--- src/sv/effective_gamma_force_factor_defines.svh ---
// assertion macros for the effective gamma force factor block
`ifndef EFFECTIVE_GAMMA_FORCE_FACTOR_DEFINES_SVH
`define EFFECTIVE_GAMMA_FORCE_FACTOR_DEFINES_SVH

// plain clocked check, held off during reset
`define EGFF_ASSERT(lbl, prop) \
    lbl: assert property (@(posedge i_clk) disable iff (!i_rst_n) prop) \
        else $error("egff: check failed");

// same-cycle implication
`define EGFF_ASSERT_IMP(lbl, ante, cons) `EGFF_ASSERT(lbl, (ante) |-> (cons))

`endif

--- src/sv/egff_pkg.sv ---
// package of types and constants for the effective gamma force factor block
package egff_pkg;

    localparam int WordW     = 32;
    localparam int LogW      = 25;
    localparam int FracW     = 16;
    localparam int LogStages = 16;
    localparam int DivStages = 40;
    localparam int QuotW     = 41;
    localparam int FfW       = 16;
    localparam int CfgIdxW   = 8;
    localparam int CfgDataW  = 8;

    localparam logic [CfgIdxW-1:0] RegEnable = 8'd0;
    localparam logic [CfgIdxW-1:0] RegDepth  = 8'd1;

    localparam logic [16:0] GammaCap = 17'd87381;
    localparam logic [16:0] GammaLow = 17'd54395;
    localparam logic [16:0] OneQ16   = 17'd65536;
    localparam logic [15:0] FfMax    = 16'd62259;

    localparam logic [33:0] LoC0 = 34'd2576980378;
    localparam logic [17:0] LoC1 = 18'd163840;
    localparam logic [18:0] LoC2 = 19'd393216;
    localparam logic [33:0] HiC0 = 34'd4294967296;
    localparam logic [17:0] HiC1 = 18'd13107;
    localparam logic [18:0] HiC2 = 19'd190054;

    typedef struct packed {
        logic signed [QuotW-1:0] quot;
        logic                    zero;
    } t_div_res;

endpackage

--- src/sv/egff_div.sv ---
// pipelined signed divide of (dp << 16) by dd, one quotient bit per stage
module egff_div (
    input  logic                               i_clk,
    input  logic                               i_en,
    input  logic signed [egff_pkg::LogW-1:0]   i_dp,
    input  logic signed [egff_pkg::LogW-1:0]   i_dd,
    output egff_pkg::t_div_res                 o_res
);

    localparam int NS = egff_pkg::DivStages;
    localparam int MW = egff_pkg::LogW - 1;

    logic [MW-1:0] r_r [NS];
    logic [NS-1:0] r_q [NS];
    logic [MW-1:0] r_d [NS];
    logic          r_neg [NS];
    logic          r_zero [NS];
    logic [MW-1:0] mag_p;
    logic [MW-1:0] mag_d;

    assign mag_p = i_dp[MW] ? MW'(-i_dp) : MW'(i_dp);
    assign mag_d = i_dd[MW] ? MW'(-i_dd) : MW'(i_dd);

    for (genvar s = 0; s < NS; s++) begin : g_stage
        logic [MW-1:0] r_in;
        logic [NS-1:0] q_in;
        logic [MW-1:0] d_in;
        logic          neg_in;
        logic          zero_in;
        logic [MW:0]   trial;
        if (s == 0) begin : g_first
            assign r_in    = '0;
            assign q_in    = {mag_p, 16'd0};
            assign d_in    = mag_d;
            assign neg_in  = i_dp[MW] ^ i_dd[MW];
            assign zero_in = (i_dd == '0);
        end else begin : g_next
            assign r_in    = r_r[s-1];
            assign q_in    = r_q[s-1];
            assign d_in    = r_d[s-1];
            assign neg_in  = r_neg[s-1];
            assign zero_in = r_zero[s-1];
        end
        assign trial = {r_in, q_in[NS-1]};
        always_ff @(posedge i_clk) begin
            if (i_en) begin
                if (trial >= {1'b0, d_in}) begin
                    r_r[s] <= MW'(trial - {1'b0, d_in});
                    r_q[s] <= {q_in[NS-2:0], 1'b1};
                end else begin
                    r_r[s] <= trial[MW-1:0];
                    r_q[s] <= {q_in[NS-2:0], 1'b0};
                end
                r_d[s]    <= d_in;
                r_neg[s]  <= neg_in;
                r_zero[s] <= zero_in;
            end
        end
    end

    // magnitude quotient, sign applied gives truncation toward zero
    assign o_res.quot = r_neg[NS-1] ? -$signed({1'b0, r_q[NS-1]})
                                    : $signed({1'b0, r_q[NS-1]});
    assign o_res.zero = r_zero[NS-1];

endmodule

--- config.mk ---
export PLATFORM = sky130hd
export DESIGN_NAME = egff_div
export DESIGN_NICKNAME = d
export VERILOG_FILES = /design/src/sv/effective_gamma_force_factor_defines.svh /design/src/sv/egff_pkg.sv /design/src/sv/egff_div.sv
export SDC_FILE = /design/constraint.sdc
export NUM_CORES = 2
export LEC_CHECK = 0
export BUFFER_PORTS_ARGS = -buffer_cell sky130_fd_sc_hd__buf_2
export CORE_ASPECT_RATIO = 1.4
export CORE_MARGIN = 4
export CORE_UTILIZATION = 51
export CTS_BUF_LIST = sky130_fd_sc_hd__clkbuf_8 sky130_fd_sc_hd__clkbuf_16
export CTS_CLUSTER_DIAMETER = 30
export DETAILED_ROUTE_END_ITERATION = 16
export MAX_ROUTING_LAYER = met4
export PLACE_DENSITY = 0.71
export SYNTH_ARGS = -nofsm -noshare
export SYNTH_HDL_FRONTEND = slang
export SYNTH_SLANG_ARGS = --single-unit
--- constraint.sdc ---
create_clock -name i_clk -period 4.94 [get_ports i_clk]
set_clock_uncertainty 0.15 [all_clocks]
set_input_delay 0.247 -clock i_clk [delete_from_list [all_inputs] [get_ports i_clk]]
set_output_delay 0.247 -clock i_clk [all_outputs]
set_load 0.01 [all_outputs]
* Word-level counts from Yosys, hierarchy flattened
Memory sizes are Yosys's and may differ from the RTL's.
Index checks and enable logic that the tools add are counted.
** Cells by class
- Add/sub/neg operators :: 43
- Magnitude comparators :: 40
- Multiplexer cells :: 325
- Bitwise logic cells :: 81
- Reductions and logical operators :: 1
** Operator list (count)
- $mux W40 :: 40
- $mux W24 :: 42
- $ge A25 B24 Y1 :: 39
- $sub A24 B24 Y24 :: 39
- $mux W1 :: 242
- $or A1 B1 Y1 :: 80
- $neg A24 Y24 :: 2
- $mux W41 :: 1
- $neg A40 Y41 :: 1
- $logic_not A25 Y1 :: 1
- $ge A1 B24 Y1 :: 1
- $sub A1 B24 Y24 :: 1
- $xor A1 B1 Y1 :: 1
** Word-level totals
- Register bits after elaboration :: 0
- Memory bits (writable) :: 3600
- Memories kept :: 5
** Memory list
- r_q :: words 40, width 40, rd ports 40, clocked after memory_dff 0, write ports 40, line egff_div.sv:14 : logic [NS-1:0] r_q [NS];
- r_d :: words 40, width 24, rd ports 39, clocked after memory_dff 0, write ports 40, line egff_div.sv:15 : logic [MW-1:0] r_d [NS];
- r_r :: words 40, width 24, rd ports 39, clocked after memory_dff 0, write ports 40, line egff_div.sv:13 : logic [MW-1:0] r_r [NS];
- r_neg :: words 40, width 1, rd ports 40, clocked after memory_dff 0, write ports 40, line egff_div.sv:16 : logic r_neg [NS];
- r_zero :: words 40, width 1, rd ports 40, clocked after memory_dff 0, write ports 40, line egff_div.sv:17 : logic r_zero [NS];

* Longest topological paths before layout
- Depth after elaboration :: 7
- Gate-level depth with buffers :: 15
- Depth with buffers taken out :: 13

* Least setup slack after synthesis
No wires, ideal clock.
- Path kind :: register to register
- Start point :: memory r_r[2][26] in the netlist's numbering
- End point :: memory r_r[2][65] in the netlist's numbering, data pin
- Data arrival time :: 3433 ps
- Required time :: 4530 ps
- Slack :: 1097 ps
- Cell stages (with the launch flop) :: 14
- Path buffers :: 2
- Cell sequence :: edfxtp_1 -> ha_1 -> a21o_1 -> a21oi_1 -> a21oi_1 -> a211o_1 -> a31oi_1 -> a31oi_1 -> a221o_1 -> nor3_1 -> o211a_1 -> clkbuf_1 -> buf_1 -> mux2_2
** RTL lines (line)
- from (decl) :: egff_div.sv:13

==> results_dict.tcl <==
set metrics [dict create \
    drt-wirelength-per-cell_um 19.85 \
    tightest_slew_ps 1258 \
    yosysTopAreaCellShare 0.6088 \
    async_reset_ff_frac 0 \
    p_clk_frac 0.298 \
    outcome "finished clean" \
    yosysSeqAreaShare 0.6090 \
    nFillCells 22770 \
    start_kind "register" \
    cts_buffers 480 \
    crit_top_cell "or4_1" \
    vias_per_cell 5.543 \
    dr.first_iter.drc_count 6063 \
    syn_area_sq_mm 0.1503 \
    path_max_fanout 7 \
    grt_max_degree 188 \
    antenna_found_initial 8 \
    place_hpwl_um 246800 \
    htreeDepth 5 \
    clock-root-buffer "clkbuf_16" \
    setup_viol 0 \
    rsz0062_at_grt "no" \
    drive_gt1_frac 0.1163 \
    ys_top_cells_by_area "edfxtp_1 61%, ha_1 7.8%, inv_1 3.1%" \
    synth_area_leader_cell "edfxtp_1" \
    core_sq_mm 0.2932 \
    fin_worst_hold_slack_ps 210.2 \
    synth_most_common_cell "edfxtp_1" \
    ant_nets 0 \
    die_h_um 650.3 \
    die-area_sq_mm 0.3035 \
    ys_types 90 \
    max_slew_margin 0.1613 \
    seqPwrFrac 0.352 \
    max-vdd-ir-drop_v 0.0003972 \
    post-route-cell-area_sq_mm 0.1739 \
    final_hold_viol_count 0 \
    fin_ws_ps 186.0 \
    nNetsFinal 13670 \
    p_total_uw 113600 \
    worst_skew_pair.late_latency_ps 920 \
    pin_count 94 \
    cp_data_arrival_time_ps 4360 \
    slew_viol_final 0 \
    tns_ps 0 \
    internal-power_uw 75010 \
    clkSlewWorstSetupHoldPaths_ps 60 \
    synth_warnings 0 \
    dieWidth_um 466.8 \
    grt_pass1_vias 96360 \
    num_vias 94220 \
    multi_input_area_sq_mm 0.05336 \
    min_path_type "in2reg" \
    syn_nets 13100 \
    period_share 0.9623 \
    placed_area_sq_mm 0.1562 \
    gp_congestion 0.9386 \
    first_pass_iters 6 \
    sw_frac_of_total 0.3395 \
    clock_sinks 3048 \
    crit_type "reg2out" \
    grt_pass1_wl_um 524800 \
    clk_path_buf_depth 4 \
    grt_usage 0.2246 \
    area_growth_pct 15.73 \
    avgSynthCellArea_sq_um 12.45 \
    combPwrFrac 0.350 \
    critical_path.cell_chain "or4_1 > or3_4 > or3_1 > or4_4 > or4_1 > o41ai_2 > xnor2_1 > buf_2" \
    synth-edff-count 3047 \
    wl_um 337500 \
    cp-end-kind "primary output" \
    ff_latch_area_sq_mm 0.09152 \
    syn-instance-count 12070 \
    cts_tree "done" \
    drc 0 \
    final.min_clock_period_ps 4754 \
    overflow 0 \
    power_per_cell_area_mw_per_mm2 653.0 \
    switching_power_uw 38560 \
    synth_common_cells "3,047 x edfxtp_1, 1,256 x inv_1, 940 x ha_1" \
    portBuffers 93 \
    post-place-ws_ps 747.9 \
    p_leak_uw 0.06877 \
    synth_flop_cell "edfxtp_1" \
    crit_slowest_cell "or4_1" \
    cp.required_ps 4540 \
    initial_core_util 0.5126 \
    std_cell_rows 235 \
    ys_ff_latch 3048 \
    fmax_mhz 210.4 \
    cap_violations 0 \
    max_stage_delay_ps 560 \
]
worst max-delay path: cells and delay by family (launching register included):
kind,cells,cell delay [ps]
and+or+nand+nor,5,2410
DFF,1,460
AOI/OAI and AO/OA,1,270
xor gates and xnor gates,1,150
buffers and inverters,1,140
per-stage QoR:
step / utilization / instances
after global routing: 0.5933 / 17000
after floorplan: - / 12070
after CTS: 0.5929 / 16960
after global placement: 0.5328 / 15970
final: 0.5933 / 17000
after detailed placement: 0.5328 / 15970
per-layer routing:
metal / routed length, um / GRT usage / share of wire / vias up
met4: 20400 / 0.1185 / 0.060 / 0
met2: 176800 / 0.4019 / 0.52 / 2364
met5: 0 / - / 0 / -
met3: 13140 / 0.02866 / 0.039 / 901
met1: 127200 / 0.2419 / 0.38 / 45350
li1: - / - / - / 45610
cells by family after synthesis:
kind of cell,count (synthesis),share of synthesized area
xor gates and xnor gates,791,0.04610
AOI/OAI and AO/OA,2754,0.1139
muxes,348,0.02578
DFF,3048,0.6090
and+or+nand+nor,2655,0.08434
adders and majority gates,978,0.08332
buffers and inverters,1495,0.03762
final timing paths:
path,endpoint,cells past startpoint,slack [ps],start
max,o_res[39],8,190,r_q[4][289]
min,r_d[0][23],4,210,i_dd[23]
max reg2reg,r_r[1][150],12,640,r_d[1][123]
min reg2reg,r_neg[0][4],0,230,r_neg[0][3]
cell type report:
type                       count  area share
antenna                       32   0.0004604
clock buffer                 490     0.07050
clock inverter               405     0.02496
inverter                    1256     0.02711
multi-input combinational   7526      0.3068
sequential                  3048      0.5262
tap                         3910     0.02813
timing repair buffer         331     0.01581
cells in the final DEF, fill, tap and decap left out, types with 53 or more instances in the layout:
cell type	n
edfxtp_1	3047
inv_1	1288
ha_1	940
nand2_1	869
o21ai_0	803
a21oi_1	752
nor2_1	646
clkbuf_16	490
xnor2_1	488
a21o_1	313
mux2_2	312
xor2_1	303
nand3_1	165
nand2b_1	149
nor3_1	147
nor2b_1	137
nand4_1	125
buf_4	121
o21a_1	115
o31ai_1	111
dlygate4sd3_1	98
buf_2	92
a31oi_1	77
and3_1	74
o21bai_1	72
and2_1	70
inv_6	70
clkinvlp_4	68
or3_1	63
a21boi_0	63
a211oi_1	53
bufinv_16	53
sequential cells by signal (all words and copies together), names as in the netlist:
signal,cells
r_q,1096
r_d,936
r_r,936
r_neg,40
r_zero,40
repair_timing:
action,CTS,global route
resized for setup,7,2
pin swaps,1,1
gates cloned,0,0
hold endpoints to repair,263,1
buffers inserted,0,2
endpoints found under the setup margin,4,3
hold buffers,97,1
power by group through the flow:
stage | sequential, uW | combinational, uW | clock, uW
finish | 40000 | 39800 | 33800
global route | 40400 | 44200 | 35800
CTS | 40000 | 39700 | 34500
detailed placement | 40300 | 39200 | 0
global placement | 40400 | 38400 | 0
floorplan | 38500 | 30100 | 0
No activity file was read; power rests on OpenSTA's default activity.
